`src/rtl/core/atatf_pkg.sv`:
```
// shared constants and types for the lba to task-file converter
`default_nettype none

package atatf_pkg;

    localparam int ADDRESS_BITS    = 28;
    localparam int COUNT_W         = 8;
    localparam int BYTE_W          = 8;
    localparam int SPT_W           = 8;
    localparam int HEAD_W          = 5;
    localparam int STEPS_PER_STAGE = 7;
    localparam int DIV_STAGES      = ADDRESS_BITS / STEPS_PER_STAGE;
    localparam int CFG_IDX_W       = 2;
    localparam int CFG_DATA_W      = 8;

    localparam logic [CFG_IDX_W-1:0] CFG_LBA_MODE   = 2'd0;
    localparam logic [CFG_IDX_W-1:0] CFG_HEAD_COUNT = 2'd1;
    localparam logic [CFG_IDX_W-1:0] CFG_SPT        = 2'd2;

    localparam logic              LBA_MODE_RESET = 1'b1;
    localparam logic [HEAD_W-1:0] HEAD_RESET     = 5'd16;
    localparam logic [HEAD_W-1:0] HEAD_MAX       = 5'd16;
    localparam logic [SPT_W-1:0]  SPT_RESET      = 8'd63;
    localparam logic [BYTE_W-1:0] LBA_FLAG       = 8'h40;

    typedef struct packed {
        logic [ADDRESS_BITS-1:0] lba;
        logic [COUNT_W-1:0]      cnt;
        logic [ADDRESS_BITS-1:0] work;
        logic [SPT_W-1:0]        rem_sector;
        logic [HEAD_W-1:0]       rem_head;
    } pipe_t;

endpackage

`default_nettype wire

```
`src/rtl/core/atatf_div_stage.sv`:
```
// one pipeline stage of the restoring divider, a few quotient bits per stage
`default_nettype none

module atatf_div_stage #(
    parameter int PHASE = 0
) (
    input  wire                 aclk,
    input  wire                 aresetn,
    input  wire                 en,
    input  wire                 in_valid,
    input  atatf_pkg::pipe_t    in_data,
    input  wire [(PHASE == 0 ? atatf_pkg::SPT_W : atatf_pkg::HEAD_W)-1:0] divisor,
    output logic                out_valid,
    output atatf_pkg::pipe_t    out_data
);

    localparam int DIV_W = (PHASE == 0) ? atatf_pkg::SPT_W : atatf_pkg::HEAD_W;
    localparam int AW    = atatf_pkg::ADDRESS_BITS;

    logic             valid_reg;
    atatf_pkg::pipe_t data_reg;
    atatf_pkg::pipe_t data_next;
    logic [DIV_W-1:0] rem_in;
    logic [DIV_W-1:0] rem_out;
    logic [AW-1:0]    quo_out;

    always_comb begin
        logic [DIV_W-1:0] rem_v;
        logic [DIV_W:0]   ext;
        logic [AW-1:0]    quo;
        rem_v = rem_in;
        quo   = in_data.work;
        ext   = '0;
        for (int k = 0; k < atatf_pkg::STEPS_PER_STAGE; k++) begin
            ext = {rem_v, quo[AW-1]};
            quo = {quo[AW-2:0], 1'b0};
            if (ext >= {1'b0, divisor}) begin
                ext    = ext - {1'b0, divisor};
                quo[0] = 1'b1;
            end
            rem_v = ext[DIV_W-1:0];
        end
        rem_out = rem_v;
        quo_out = quo;
    end

    generate
        if (PHASE == 0) begin : g_spt
            assign rem_in = in_data.rem_sector;
            always_comb begin
                data_next            = in_data;
                data_next.work       = quo_out;
                data_next.rem_sector = rem_out;
            end
        end else begin : g_head
            assign rem_in = in_data.rem_head;
            always_comb begin
                data_next          = in_data;
                data_next.work     = quo_out;
                data_next.rem_head = rem_out;
            end
        end
    endgenerate

    always_ff @(posedge aclk) begin
        if (en) begin
            data_reg <= data_next;
        end
    end

    always_ff @(posedge aclk) begin
        if (!aresetn) begin
            valid_reg <= 1'b0;
        end else if (en) begin
            valid_reg <= in_valid;
        end
    end

    assign out_valid = valid_reg;
    assign out_data  = data_reg;

endmodule

`default_nettype wire

```
`src/rtl/core/atatf_fmt.sv`:
```
// output register that forms the five task-file bytes
`default_nettype none

module atatf_fmt (
    input  wire                 aclk,
    input  wire                 aresetn,
    input  wire                 en,
    input  wire                 in_valid,
    input  atatf_pkg::pipe_t    in_data,
    input  wire                 lba_mode,
    output logic                out_valid,
    output logic [7:0]          count_byte,
    output logic [7:0]          sector_byte,
    output logic [7:0]          cyl_low_byte,
    output logic [7:0]          cyl_high_byte,
    output logic [7:0]          drive_head_byte
);

    logic       valid_reg;
    logic [7:0] cnt_reg,  cnt_next;
    logic [7:0] sec_reg,  sec_next;
    logic [7:0] clo_reg,  clo_next;
    logic [7:0] chi_reg,  chi_next;
    logic [7:0] dh_reg,   dh_next;

    always_comb begin
        cnt_next = in_data.cnt;
        if (lba_mode) begin
            sec_next = in_data.lba[7:0];
            clo_next = in_data.lba[15:8];
            chi_next = in_data.lba[23:16];
            dh_next  = {4'h0, in_data.lba[27:24]} | atatf_pkg::LBA_FLAG;
        end else begin
            sec_next = in_data.rem_sector + 8'd1;
            clo_next = in_data.work[7:0];
            chi_next = in_data.work[15:8];
            dh_next  = {3'b000, in_data.rem_head};
        end
    end

    always_ff @(posedge aclk) begin
        if (!aresetn) begin
            valid_reg <= 1'b0;
        end else if (en) begin
            valid_reg <= in_valid;
        end
    end

    always_ff @(posedge aclk) begin
        if (en) begin
            cnt_reg <= cnt_next;
            sec_reg <= sec_next;
            clo_reg <= clo_next;
            chi_reg <= chi_next;
            dh_reg  <= dh_next;
        end
    end

    assign out_valid       = valid_reg;
    assign count_byte      = cnt_reg;
    assign sector_byte     = sec_reg;
    assign cyl_low_byte    = clo_reg;
    assign cyl_high_byte   = chi_reg;
    assign drive_head_byte = dh_reg;

endmodule

`default_nettype wire

```
`src/rtl/core/ata_lba_to_taskfile_top.sv`:
```
// top level of the lba to ata task-file converter
// structure: 8 divider stages, 1 output register; each divider stage retires 7 quotient bits,
// four stages divide by sectors per track, four more by head count
// throughput: one transaction per cycle unless m_ready holds back the output
// reset: synchronous active-low aresetn clears all valid bits and loads lba mode,
// 16 heads and 63 sectors per track
`default_nettype none

module ata_lba_to_taskfile_top (
    input  wire         aclk,
    input  wire         aresetn,
    input  wire         s_valid,
    output logic        s_ready,
    input  wire  [27:0] s_block_address,
    input  wire  [7:0]  s_sector_total,
    output logic        m_valid,
    input  wire         m_ready,
    output logic [7:0]  m_count_byte,
    output logic [7:0]  m_sector_byte,
    output logic [7:0]  m_cyl_low_byte,
    output logic [7:0]  m_cyl_high_byte,
    output logic [7:0]  m_drive_head_byte,
    input  wire         cfg_valid,
    output logic        cfg_ready,
    input  wire  [atatf_pkg::CFG_IDX_W-1:0]  cfg_index,
    input  wire  [atatf_pkg::CFG_DATA_W-1:0] cfg_data
);

    localparam int NSTG = 2 * atatf_pkg::DIV_STAGES;

    logic                           lba_mode_reg;
    logic [atatf_pkg::HEAD_W-1:0]   head_reg;
    logic [atatf_pkg::SPT_W-1:0]    spt_reg;
    logic [atatf_pkg::HEAD_W-1:0]   heads_eff;
    logic [atatf_pkg::SPT_W-1:0]    spt_eff;

    atatf_pkg::pipe_t stage_data  [0:NSTG];
    logic             stage_valid [0:NSTG];
    logic             stage_en    [0:NSTG];

    // configuration
    assign cfg_ready = 1'b1;

    always_ff @(posedge aclk) begin
        if (!aresetn) begin
            lba_mode_reg <= atatf_pkg::LBA_MODE_RESET;
            head_reg     <= atatf_pkg::HEAD_RESET;
            spt_reg      <= atatf_pkg::SPT_RESET;
        end else if (cfg_valid && cfg_ready) begin
            case (cfg_index)
                atatf_pkg::CFG_LBA_MODE:   lba_mode_reg <= cfg_data[0];
                atatf_pkg::CFG_HEAD_COUNT: head_reg     <= cfg_data[atatf_pkg::HEAD_W-1:0];
                atatf_pkg::CFG_SPT:        spt_reg      <= cfg_data[atatf_pkg::SPT_W-1:0];
                default: ;
            endcase
        end
    end

    always_comb begin
        if (head_reg == '0) begin
            heads_eff = atatf_pkg::HEAD_W'(1);
        end else if (head_reg > atatf_pkg::HEAD_MAX) begin
            heads_eff = atatf_pkg::HEAD_MAX;
        end else begin
            heads_eff = head_reg;
        end
        spt_eff = (spt_reg == '0) ? atatf_pkg::SPT_W'(1) : spt_reg;
    end

    // pipeline entry
    assign stage_valid[0]           = s_valid;
    assign stage_data[0].lba        = s_block_address;
    assign stage_data[0].cnt        = s_sector_total;
    assign stage_data[0].work       = s_block_address;
    assign stage_data[0].rem_sector = '0;
    assign stage_data[0].rem_head   = '0;
    assign s_ready                  = stage_en[0];

    // a stage may load when it is empty or the one after it loads too
    assign stage_en[NSTG] = !m_valid || m_ready;

    genvar g;
    generate
        for (g = 0; g < NSTG; g++) begin : g_stage
            assign stage_en[g] = !stage_valid[g+1] || stage_en[g+1];
            if (g < atatf_pkg::DIV_STAGES) begin : g_spt
                atatf_div_stage #(.PHASE(0)) u_stage (
                    .aclk      (aclk),
                    .aresetn   (aresetn),
                    .en        (stage_en[g]),
                    .in_valid  (stage_valid[g]),
                    .in_data   (stage_data[g]),
                    .divisor   (spt_eff),
                    .out_valid (stage_valid[g+1]),
                    .out_data  (stage_data[g+1])
                );
            end else begin : g_head
                atatf_div_stage #(.PHASE(1)) u_stage (
                    .aclk      (aclk),
                    .aresetn   (aresetn),
                    .en        (stage_en[g]),
                    .in_valid  (stage_valid[g]),
                    .in_data   (stage_data[g]),
                    .divisor   (heads_eff),
                    .out_valid (stage_valid[g+1]),
                    .out_data  (stage_data[g+1])
                );
            end
        end
    endgenerate

    atatf_fmt u_fmt (
        .aclk            (aclk),
        .aresetn         (aresetn),
        .en              (stage_en[NSTG]),
        .in_valid        (stage_valid[NSTG]),
        .in_data         (stage_data[NSTG]),
        .lba_mode        (lba_mode_reg),
        .out_valid       (m_valid),
        .count_byte      (m_count_byte),
        .sector_byte     (m_sector_byte),
        .cyl_low_byte    (m_cyl_low_byte),
        .cyl_high_byte   (m_cyl_high_byte),
        .drive_head_byte (m_drive_head_byte)
    );

    // checks
    a_ready_chain: assert property (@(posedge aclk) disable iff (!aresetn)
        m_ready |-> s_ready)
        else $error("input stalled while output side is ready");

    a_dh_top_bit: assert property (@(posedge aclk) disable iff (!aresetn)
        m_valid |-> !m_drive_head_byte[7])
        else $error("device/head bit 7 set");

    a_dh_lba_nibble: assert property (@(posedge aclk) disable iff (!aresetn)
        (m_valid && m_drive_head_byte[6]) |-> (m_drive_head_byte[5:4] == 2'b00))
        else $error("lba device/head byte malformed");

    a_dh_chs_head: assert property (@(posedge aclk) disable iff (!aresetn)
        (m_valid && !m_drive_head_byte[6]) |-> !m_drive_head_byte[5])
        else $error("chs head out of range");

endmodule

`default_nettype wire
```
`config.mk`:
```
export PLATFORM = sky130hd
export DESIGN_NAME = ata_lba_to_taskfile_top
export DESIGN_NICKNAME = d
export VERILOG_FILES = /design/src/rtl/core/atatf_pkg.sv /design/src/rtl/core/atatf_div_stage.sv /design/src/rtl/core/atatf_fmt.sv /design/src/rtl/core/ata_lba_to_taskfile_top.sv
export SDC_FILE = /design/constraint.sdc
export NUM_CORES = 1
export LEC_CHECK = 0
export BUFFER_PORTS_ARGS = -buffer_cell sky130_fd_sc_hd__buf_4
export CAP_MARGIN = 20
export CORE_MARGIN = 1.5
export CORE_UTILIZATION = 56
export DETAILED_ROUTE_END_ITERATION = 12
export PLACE_DENSITY = 0.72
export SYNTH_ARGS = -nofsm -noshare
export SYNTH_HDL_FRONTEND = slang
export SYNTH_SLANG_ARGS = --single-unit
export TNS_END_PERCENT = 100
```
`constraint.sdc`:
```
create_clock -name aclk -period 19 [get_ports aclk]
set_input_delay 2.85 -clock aclk [delete_from_list [all_inputs] [get_ports aclk]]
set_output_delay 2.85 -clock aclk [all_outputs]
set_load 0.005 [all_outputs]
```
== Word level (Yosys, flattened, before mapping) ==
Cells that the tools add are included.

* Flip-flop bits (word level): 647
* Bits of input ports: 51
* Output and inout bits: 43

* Order comparisons: 57
* Muxes and demuxes: 119
* Equal/unequal tests: 2
* Reduce and logical (&&, ||, !) cells: 24
* Add/sub/neg operators: 57

{| class="wikitable"
|+ Operator list
! cell !! number
|-
| $mux 8 || 32
|-
| $ge 9x8->1 || 27
|-
| $sub 8x8->8 || 27
|-
| $ge 6x5->1 || 27
|-
| $mux 5 || 30
|-
| $sub 5x5->5 || 27
|-
| $mux 1 || 56
|-
| $logic_not 1->1 || 9
|-
| $logic_or 1x1->1 || 9
|-
| $add 8x1->8 const B || 1
|-
| $ge 1x8->1 || 1
|-
| $logic_not 8->1 || 1
|-
| $sub 1x8->8 || 1
|-
| $mux 7 || 1
|-
| $reduce_and 2->1 || 3
|-
| $ge 1x5->1 || 1
|-
| $gt 5x5->1 const B || 1
|-
| $logic_not 5->1 || 1
|-
| $sub 1x5->5 || 1
|-
| $eq 2x1->1 const B || 1
|-
| $eq 2x2->1 const B || 1
|-
| $logic_not 2->1 || 1
|}

== Logic depth before layout (Yosys ltp) ==
Gate-level depths: netlist (run 1).

* Depth after elaboration: 17
* Gate-level depth with buffers: 84
* Depth with buffers taken out: 80

== Modules after synthesis ==
From an unflattened synthesis (run 1), not the netlist that was laid out.

* Cell total of the unflattened synthesis: 3396
* Area total of the unflattened synthesis: 41568.6 µm²

{| class="wikitable"
|+ By module, submodules not included
! module !! instances !! sequential area each (µm²) !! area an instance (µm²) !! cells an instance
|-
| atatf_div_stage (g_stage[2].g_spt.u_stage ...) || 2 || 2332.2 || 5360.1 || 448
|-
| atatf_div_stage (g_stage[1].g_spt.u_stage) || 1 || 2332.2 || 5660.4 || 500
|-
| atatf_div_stage (g_stage[0].g_spt.u_stage) || 1 || 2332.2 || 5612.9 || 519
|-
| atatf_div_stage (g_stage[5].g_head.u_stage) || 1 || 2332.2 || 4344.2 || 325
|-
| atatf_div_stage (g_stage[7].g_head.u_stage) || 1 || 2332.2 || 4297.9 || 326
|-
| atatf_div_stage (g_stage[4].g_head.u_stage) || 1 || 2332.2 || 4292.9 || 320
|-
| atatf_div_stage (g_stage[6].g_head.u_stage) || 1 || 2332.2 || 4214.0 || 314
|-
| atatf_fmt || 1 || 1161.1 || 1641.6 || 101
|-
| ata_lba_to_taskfile_top || 1 || 280.3 || 784.5 || 95
|}

== Worst setup path before layout (run 1) ==
OpenSTA, ideal clock, no wires.

* Kind: input-to-reg
* Start: in s_block_address[27]
* End: reg g_stage[0].g_spt.u_stage.data_reg, in the netlist g_stage[0].g_spt.u_stage.out_data[8], data pin
* Arrival: 16165 ps
* Library setup time: 287 ps
* Path slack: 2549 ps
* Path buffers: 2
* Stages: 73
* Path through: inv_1 ha_1 inv_1 ha_1 nand2b_1 a31o_2 inv_1 ha_1 nor2b_1 o21ai_0 a21oi_1 o21ai_0 nand2_1 o21ai_0 inv_1 ha_1 nor2b_1 o21a_1 [... 37 more ...] nand2b_1 buf_1 nor2_2 nor2_1 a21oi_1 ha_1 nor2b_1 o21ai_0 a21boi_0 o21ai_0 a21boi_0 o21ai_0 o211ai_1 a21o_1 nor2_1 o21ai_2 o41ai_4 o221ai_1

{| class="wikitable"
|+ RTL lines
! item !! line !! RTL
|-
| start: declaration || ata_lba_to_taskfile_top.sv:14 || <nowiki>input wire [27:0] s_block_address,</nowiki>
|-
| end signal: assignment || atatf_div_stage.sv:67 || <nowiki>data_reg <= data_next;</nowiki>
|-
| end: declaration || atatf_div_stage.sv:21 || <nowiki>atatf_pkg::pipe_t data_reg;</nowiki>
|}

==> metrics.cfg, run 1 <==
[timing]
slew_viol_final=0
fmax_mhz=56.4
min_period_over_period_pct=93.4
fin_skew_ps=25.0
slew_headroom_pct=30.3
tightest_slew_ps=1020
timing.setup.tns_ps=0
period_needed_ps=17740
rsz0062_at_grt=no
finalHoldViolations=0
setup_violations=0

[logic_synthesis]
async_reset_ff_share_pct=0
synthSimpleGateAreaFrac_pct=9.77
yosysSeqAreaShare_pct=46.6
synth.distinct_cells=110
synth_top_family_by_area=adder cells
yosysWarnings=0
yosysTopAreaCellShare_pct=45.3
avgSynthCellArea_sq_um=11.6
synthMuxAreaShare_pct=6.46
synth-xor-area-share_pct=4.58
synth_compound_area_share_pct=13.8
syn_inst=3142
syn_area_sq_um=36400
ys_ff_latch=572
synthAdderAreaFrac_pct=15.2
synth_top_area_cell=edfxtp_1
synth_area_leaders=edfxtp_1 (45%), ha_1 (12%), mux2_2 (4.3%)
ys.flop_type=edfxtp_1
synth_edf_count=549

[worst_hold_path]
hold_depth=0
holdPathEnd=g_stage[5].g_head.u_stage.out_data[67]$_DFFE_PP_
worst_hold_startpoint=g_stage[4].g_head.u_stage.out_data[67]$_DFFE_PP_
hold_path_class=reg -> reg

[layout]
antennaDiodeCount=0
fin_cells=4204
stdcell_area_sq_um=40400
fin_util_pct=62.7
area_delta_synth_final_pct=11.1
layout-drive-gt1-share_pct=13.2
fill_cells=4970
largest_reg_flops=265
nNetsFinal=3761

[global_route]
grt_pass1_wl_mm=133
antenna_found_initial=0
grt_use_total_pct=25.2
grt_pass1_vias=25300
grt_max_degree=66
grt_overflow=0

[setup_path]
r2r-start=spt_reg[4]$_SDFFE_PN1P_
cp-end-kind=flop
reg2reg_depth=75
arrival_ps=18120
cp_slowest_cell=or3_1
cp_common_cell=o21ai_0
critPathMaxStageDelay_ps=580
r2r_setup_slack_ps=1260
start_kind=flop
r2r-end=g_stage[3].g_spt.u_stage.out_data[6]$_DFFE_PP_
worstSetupStartpoint=spt_reg[4]$_SDFFE_PN1P_
path_max_fanout=14
required_ps=19380
criticalPathCategory=reg -> reg

[clock_tree]
cts_num_sinks=572
numCtsBuffers=58
root_buffer=clkbuf_16
hold_buffers=0
clk_pin_slew_ps=60
cts_buffer_depth=3
htreeDepth=2
cts_tree=built
clkLatencyLatePin_ps=640

[flow_run]
max-cap-violations=0

[route]
dr.pass1.iters=5
viasPerCell=5.98
routed-via-count=25200
drt_iter0_markers=1826
drc=0
wl_per_cell_microns=20.0
wl_mm=84.1
detail-route-antenna-nets=0

[run_status]
status=complete, no violations

[placement]
place_congestion=0.949
dp_hpwl_mm=61.5
post_dp_cell_area_sq_um=38200
port_buffers=90
placed_cells=4090

[floorplanning]
dieArea_sq_um=66500
coreArea_sq_um=64300
ios=94
start_util_pct=56.5
die_y_microns=258
fp-row-count=93
die_x_microns=258

==> metal layers <==
metal,GRT usage (%),wire length (microns)
met2,43.0,40300
met3,3.34,4610
met4,8.38,2620
met1,33.1,36600
met5,0,0
==> Yosys cell counts (12+ instances only) <==
master	n
a31oi_1	14
xor2_1	72
a21oi_1	184
nand3_1	46
o31ai_1	18
a211oi_1	14
a21boi_0	22
and3_1	35
xnor2_1	118
inv_1	289
a21o_1	83
o21a_1	47
nand2_1	153
or3_1	15
nand2b_1	44
nand4_1	36
o211ai_1	34
nor2b_1	86
mux2i_1	73
clkbuf_1	22
o221ai_1	14
and2_1	17
o21bai_1	12
dfxtp_1	23
nor2_1	146
nor3_1	33
mux2_2	140
fa_1	54
o21ai_0	163
ha_1	356
a41o_1	12
edfxtp_1	549
==> logic make-up after synthesis <==
group                    after synthesis
AND/OR/NAND/NOR                      681
other                                  2
multiplexers                         216
AO/OA/AOI/OAI                        742
adder cells (fa/ha/maj)              410
XOR/XNOR                             190
flip-flops                           572
buffers and inverters                329
==> critical path: cells and delay by family (launching register included) <==
| kind | cells | cell delay (ps) |
|---|---|---|
| AOI/OAI and AO/OA | 40 | 9190 |
| buffers and inverters | 6 | 820 |
| adders and majority gates | 8 | 2590 |
| muxes | 5 | 1610 |
| and+or+nand+nor | 16 | 2960 |
| DFF | 1 | 320 |
==> how the worst max path moves through the flow <==
| stage | to | cells past startpoint |
|---|---|---|
| after floorplan | g_stage[0].g_spt.u_stage.out_data[8]$_DFFE_PP_ | 73 |
| after detailed placement | g_stage[0].g_spt.u_stage.out_data[8]$_DFFE_PP_ | 73 |
| after global placement | g_stage[0].g_spt.u_stage.out_data[8]$_DFFE_PP_ | 73 |
| after global routing | g_stage[2].g_spt.u_stage.out_data[11]$_DFFE_PP_ | 80 |
| after CTS | g_stage[3].g_spt.u_stage.out_data[10]$_DFFE_PP_ | 72 |
| final | g_stage[3].g_spt.u_stage.out_data[6]$_DFFE_PP_ | 75 |
==> repair_timing <==
item | 4_1_cts | 5_1_grt
resized for setup | 0 | 23
endpoints found under the setup margin | 0 | 36
setup buffers | 0 | 5
==> layout make-up <==
| cell class | instances | area, sq um | area share, % |
|---|---|---|---|
| clock buffer | 68 | 1550 | 3.85 |
| multi-input combinational | 2242 | 18200 | 45.2 |
| clock inverter | 41 | 473 | 1.17 |
| inverter | 295 | 1110 | 2.75 |
| tap | 855 | 1070 | 2.65 |
| timing repair buffer | 131 | 983 | 2.44 |
| sequential | 572 | 16900 | 42.0 |
==> cells in the final DEF (no fill, tap or decap), drive strengths merged, types with 47 or more instances in the layout <==
cell,instances
mux2i,74
xor2,72
nor2,150
inv,299
mux2,142
buf,131
nor2b,86
o21a,47
clkbuf,68
nand2,154
xnor2,118
ha,356
a21oi,186
o21ai,174
fa,54
edfxtp,549
a21o,83
==> metrics by stage <==
stage	setup WS, ps	hold slack (ps)
floorplan	2550	400
global placement	1400	401
detailed placement	584	405
CTS	1040	397
global route	4.23	409
finish	1260	400
Power of run 1 is left out: the tool's default activity adds up to more than one toggle a clock period on the data nets, which glitch-free logic cannot reach.
==> run 2: changes to the inputs <==
Settings changed: CAP_MARGIN 20 to 0, PLACE_DENSITY 0.72 to 0.75.
==> run 2 against run 1 <==
- global-route usage shrank 0.57 points
- largest cell class unchanged
- critical path type unchanged
- critical path depth shrank 2
- clock skew shrank 7.0 ps
==> metrics.cfg, run 2 (same netlist as run 1, synthesis figures left out) <==
[layout]
final_common_cell=edfxtp_1
final_cell_mix=edfxtp_1 (549), ha_1 (356), inv_1 (284), a21oi_1 (182), o21ai_0 (154)
largest_reg_flops=265  ; unchanged
area_delta_synth_final_pct=11.2
nNetsFinal=3766  ; +0.13%
fin_util_pct=62.8  ; +0.066 points
antennaDiodeCount=0  ; unchanged
fill_cells=4905  ; -1.3%
layout-drive-gt1-share_pct=13.5  ; +0.25 points

[setup_path]
cp_common_cell=o21ai_0
r2r_setup_slack_ps=1310  ; +60 ps
worstSetupStartpoint=spt_reg[5]$_SDFFE_PN1P_
r2r-end=g_stage[3].g_spt.u_stage.out_data[7]$_DFFE_PP_
required_ps=19370  ; about the same
criticalPathCategory=reg -> reg
arrival_ps=18050  ; -70 ps
r2r-start=spt_reg[5]$_SDFFE_PN1P_
cp-end-kind=flop
start_kind=flop
cp_slowest_cell=or3_1
path_max_fanout=27  ; +13
critPathMaxStageDelay_ps=590  ; about the same
reg2reg_depth=73  ; -2.7%

[placement]
place_congestion=0.926  ; -2.4%
port_buffers=90  ; unchanged
dp_hpwl_mm=61.0  ; -0.69%

[floorplanning]
start_util_pct=56.5  ; unchanged
coreArea_sq_um=64300  ; unchanged
ios=94  ; unchanged
die_x_microns=258  ; unchanged
dieArea_sq_um=66500  ; unchanged
die_y_microns=258  ; unchanged
fp-row-count=93  ; unchanged

[timing]
min_period_over_period_pct=93.1  ; -0.31 points
slew_viol_final=0  ; unchanged
fin_skew_ps=18.0  ; -7.04 ps
period_needed_ps=17690  ; -58.3 ps
rsz0062_at_grt=no
fmax_mhz=56.5  ; +0.33%
setup_violations=0  ; unchanged
tightest_slew_ps=1060  ; +39.5 ps
finalHoldViolations=0  ; unchanged
timing.setup.tns_ps=0  ; unchanged
slew_headroom_pct=29.6  ; -0.70 points

[global_route]
grt_pass1_vias=25000  ; -1.3%
grt_pass1_wl_mm=131  ; -2.1%
grt_max_degree=71  ; +7.6%
grt_overflow=0  ; unchanged
antenna_found_initial=1  ; +1
grt_use_total_pct=24.6  ; -0.57 points

[clock_tree]
cts_tree=built
root_buffer=clkbuf_16
clkLatencyLatePin_ps=620  ; -20 ps
cts_num_sinks=572  ; unchanged
numCtsBuffers=59  ; +1.7%
htreeDepth=2  ; unchanged
clk_pin_slew_ps=60  ; about the same
cts_buffer_depth=3  ; unchanged
hold_buffers=0  ; unchanged

[worst_hold_path]
hold_depth=0  ; unchanged
worst_hold_startpoint=g_stage[4].g_head.u_stage.out_data[66]$_DFFE_PP_
holdPathEnd=g_stage[5].g_head.u_stage.out_data[66]$_DFFE_PP_
hold_path_class=reg -> reg

[route]
dr.pass1.iters=6  ; +1
drt_iter0_markers=1494  ; -18%
wl_mm=83.0  ; -1.2%
viasPerCell=5.97  ; -0.24%
routed-via-count=25100  ; -0.12%
wl_per_cell_microns=19.7  ; -1.4%
drc=0  ; unchanged
detail-route-antenna-nets=0  ; unchanged

[flow_run]
max-cap-violations=0  ; unchanged

[run_status]
status=complete, no violations

## run 2: cell types whose count changed in the layout (fill, tap and decap cells not counted), moves of 2 or more
cell,before,now
inv_6,6,4
clkinv_2,4,8
clkinv_1,13,15
buf_4,131,133
buf_12,0,2
clkinv_4,3,5
clkbuf_16,61,59
## run 2: area by class of cell
class	instances	area [sq um]	share of cell area (%)
clock inverter	45	483	1.19
sequential	572	16900	41.9
tap	855	1070	2.65
clock buffer	65	1500	3.71
timing repair buffer	135	1040	2.57
inverter	295	1110	2.76
multi-input combinational	2242	18300	45.2
## run 2: metrics by stage
stage,area (sq um),instances,setup WS (ps),hold WS [ps]
floorplan,36400,3143,2550,400
global placement,38300,4090,1180,400
detailed placement,38300,4090,536,405
CTS,40200,4200,905,400
global route,40400,4209,21.6,412
finish,40400,4209,1310,409
## run 2: what timing repair did
action	in CTS	in global routing
gates resized for setup	0	30
setup buffers	0	9
endpoints found under the setup margin	0	36
## run 2: worst max path at each step
stage	end	slack, ps	cells past startpoint
after floorplan	g_stage[0].g_spt.u_stage.out_data[8]$_DFFE_PP_	2550	73
after global placement	g_stage[0].g_spt.u_stage.out_data[8]$_DFFE_PP_	1180	72
after detailed placement	g_stage[0].g_spt.u_stage.out_data[8]$_DFFE_PP_	540	72
after CTS	g_stage[2].g_spt.u_stage.out_data[9]$_DFFE_PP_	910	79
after global routing	g_stage[3].g_spt.u_stage.out_data[6]$_DFFE_PP_	20	75
final	g_stage[3].g_spt.u_stage.out_data[7]$_DFFE_PP_	1310	73
## run 2: worst max-delay path, delay by kind of cell (launching register included)
family / cells / cell delay, ps
AND/OR/NAND/NOR: 14 / 2990
flip-flops: 1 / 330
AO/OA/AOI/OAI: 41 / 9290
multiplexers: 5 / 1580
buffers and inverters: 6 / 1000
adder cells (fa/ha/maj): 7 / 2240
## run 2: per-layer routing
layer | track usage [%] | vias up | part of all wire, %
met5 | 0 | - | 0
met4 | 9.28 | 0 | 3.7
met3 | 2.70 | 201 | 4.9
met2 | 41.3 | 761 | 47
met1 | 32.9 | 12100 | 44
li1 | - | 12100 | -
Power of run 2 is left out for the same reason.
==> run 3: changes to the inputs <==
Settings changed: CORE_ASPECT_RATIO set to 1.5, CORE_UTILIZATION 56 to 45, PLACE_DENSITY 0.75 to 0.63.
==> run 3 against run 2 <==
- sequential share of layout area fell by 0.14 points
- utilization down 12 points
- setup slack improved by 3.8 ps
- die area grew 24%
- flip-flop and latch count did not move
- first-iteration DRC count decreased by 27%
- critical path depth shrank 1
- design area is 0.33% higher
- register-to-register slack barely moved
- routed wire length up 0.92%
- non-clock buffer count up 6
- critical path type unchanged
- largest cell class unchanged
==> metrics.cfg, run 3 (same netlist as run 1, synthesis figures left out) <==
[clock_tree]
numCtsBuffers=56  ; -5.1%
clkLatencyLatePin_ps=650  ; +30 ps
cts_tree=built
clk_pin_slew_ps=70  ; about the same
cts_buffer_depth=3  ; unchanged
cts_num_sinks=572  ; unchanged
htreeDepth=2  ; unchanged
root_buffer=clkbuf_16

[floorplanning]
fp-row-count=127  ; +37%
die_y_microns=351  ; +36%
die_x_microns=235  ; -8.8%
dieArea_sq_um=82500  ; +24%
start_util_pct=45.5  ; -11 points
coreArea_sq_um=79900  ; +24%
ios=94  ; unchanged

[setup_path]
start_kind=flop
critPathMaxStageDelay_ps=500  ; -90 ps
cp_common_cell=o21ai_0
arrival_ps=18080  ; +30 ps
r2r-start=spt_reg[5]$_SDFFE_PN1P_
cp_slowest_cell=or3_4
required_ps=19400  ; +30 ps
cp-end-kind=flop
criticalPathCategory=reg -> reg
r2r-end=g_stage[3].g_spt.u_stage.out_data[7]$_DFFE_PP_
reg2reg_depth=72  ; -1.4%
r2r_setup_slack_ps=1320  ; about the same
path_max_fanout=14  ; -48%

[timing]
timing.setup.tns_ps=0  ; unchanged
fmax_mhz=56.6  ; about the same
period_needed_ps=17680  ; -3.84 ps
fin_skew_ps=27.0  ; +9.01 ps
finalHoldViolations=0  ; unchanged
tightest_slew_ps=1010  ; -43.7 ps
setup_violations=0  ; unchanged
slew_headroom_pct=30.6  ; +0.98 points
slew_viol_final=0  ; unchanged
min_period_over_period_pct=93.1  ; about the same

[route]
drc=0  ; unchanged
wl_mm=83.8  ; +0.92%
routed-via-count=24400  ; -2.9%
viasPerCell=5.56  ; -6.8%
detail-route-antenna-nets=0  ; unchanged
wl_per_cell_microns=19.1  ; -3.2%
drt_iter0_markers=1098  ; -27%
dr.pass1.iters=7  ; +1

[worst_hold_path]
hold_path_class=reg -> reg
worst_hold_startpoint=g_stage[1].g_spt.u_stage.out_data[66]$_DFFE_PP_
holdPathEnd=g_stage[2].g_spt.u_stage.out_data[66]$_DFFE_PP_
hold_depth=0  ; unchanged

[layout]
final_cell_mix=edfxtp_1 (549), ha_1 (356), inv_1 (285), a21oi_1 (183), o21ai_0 (155)
layout-drive-gt1-share_pct=13.4  ; -0.089 points
largest_reg_flops=265  ; unchanged
antennaDiodeCount=0  ; unchanged
fill_cells=7051  ; +44%
final_common_cell=edfxtp_1
area_delta_synth_final_pct=11.6
nNetsFinal=3769  ; +0.080%

[run_status]
status=complete, no violations

[global_route]
grt_pass1_vias=24800  ; -0.82%
antenna_found_initial=1  ; unchanged
grt_pass1_wl_mm=132  ; +0.86%
grt_overflow=0  ; unchanged
grt_use_total_pct=20.3  ; -4.3 points
grt_max_degree=73  ; +2.8%

[flow_run]
max-cap-violations=0  ; unchanged

[placement]
dp_hpwl_mm=63.4  ; +3.9%
place_congestion=0.888  ; -4.1%
port_buffers=90  ; unchanged

run 3: per-layer routing:
metal	GRT usage, %	vias to the layer above	routed length, microns
met5	0	-	15
met4	7.75	2	3180
met3	2.19	172	2720
met2	38.5	447	43500
met1	23.3	11700	34400
li1	-	12100	-
run 3: critical path, delay by kind of cell (launching register included):
family	cells	cell delay, ps
fa+ha+maj	7	2170
mux	5	1800
simple gates	14	2960
buf+inv	5	770
compound gates	41	9380
flops	1	350
run 3: layout make-up:
| type | count | area (sq um) | share of cell area (%) |
|---|---|---|---|
| Clock buffer | 67 | 1440 | 3.56 |
| Sequential cell | 572 | 16900 | 41.8 |
| Clock inverter | 37 | 449 | 1.11 |
| Inverter | 295 | 1110 | 2.74 |
| Tap cell | 1032 | 1290 | 3.18 |
| Timing Repair Buffer | 141 | 1060 | 2.61 |
| Multi-Input combinational cell | 2242 | 18300 | 45.0 |
run 3: worst max-delay path by stage:
stage | from | endpoint | slack [ps] | depth (start not counted)
2_1_floorplan | s_block_address[27] | g_stage[0].g_spt.u_stage.out_data[8]$_DFFE_PP_ | 2550 | 73
3_3_place_gp | spt_reg[4]$_SDFFE_PN1P_ | g_stage[1].g_spt.u_stage.out_data[7]$_DFFE_PP_ | 40 | 76
3_5_place_dp | spt_reg[5]$_SDFFE_PN1P_ | g_stage[1].g_spt.u_stage.out_data[12]$_DFFE_PP_ | 2 | 76
4_1_cts | spt_reg[4]$_SDFFE_PN1P_ | g_stage[1].g_spt.u_stage.out_data[12]$_DFFE_PP_ | 120 | 76
5_1_grt | spt_reg[5]$_SDFFE_PN1P_ | g_stage[1].g_spt.u_stage.out_data[12]$_DFFE_PP_ | -40 | 77
6_report | spt_reg[5]$_SDFFE_PN1P_ | g_stage[3].g_spt.u_stage.out_data[7]$_DFFE_PP_ | 1320 | 72
run 3: through the flow:
step                      std cells  cell area (sq um)  hold slack [ps]  setup WS, ps  util (%)
after floorplan                3143              36400              400          2550         -
after global placement         4279              38600              401          35.9      48.2
after detailed placement       4279              38600              405          1.78      48.2
after CTS                      4383              40500              417           125      50.6
after global routing           4386              40600              417         -41.2      50.7
final                          4386              40600              414          1320      50.7
run 3: what timing repair did:
action | 4_1_cts | 5_1_grt
setup endpoints to repair | 7 | 36
hold buffers | 0 | 0
buffers inserted | 0 | 3
pin swaps | 0 | 2
resized for setup | 1 | 24
gates cloned | 0 | 0
Power of run 3 is left out for the same reason.
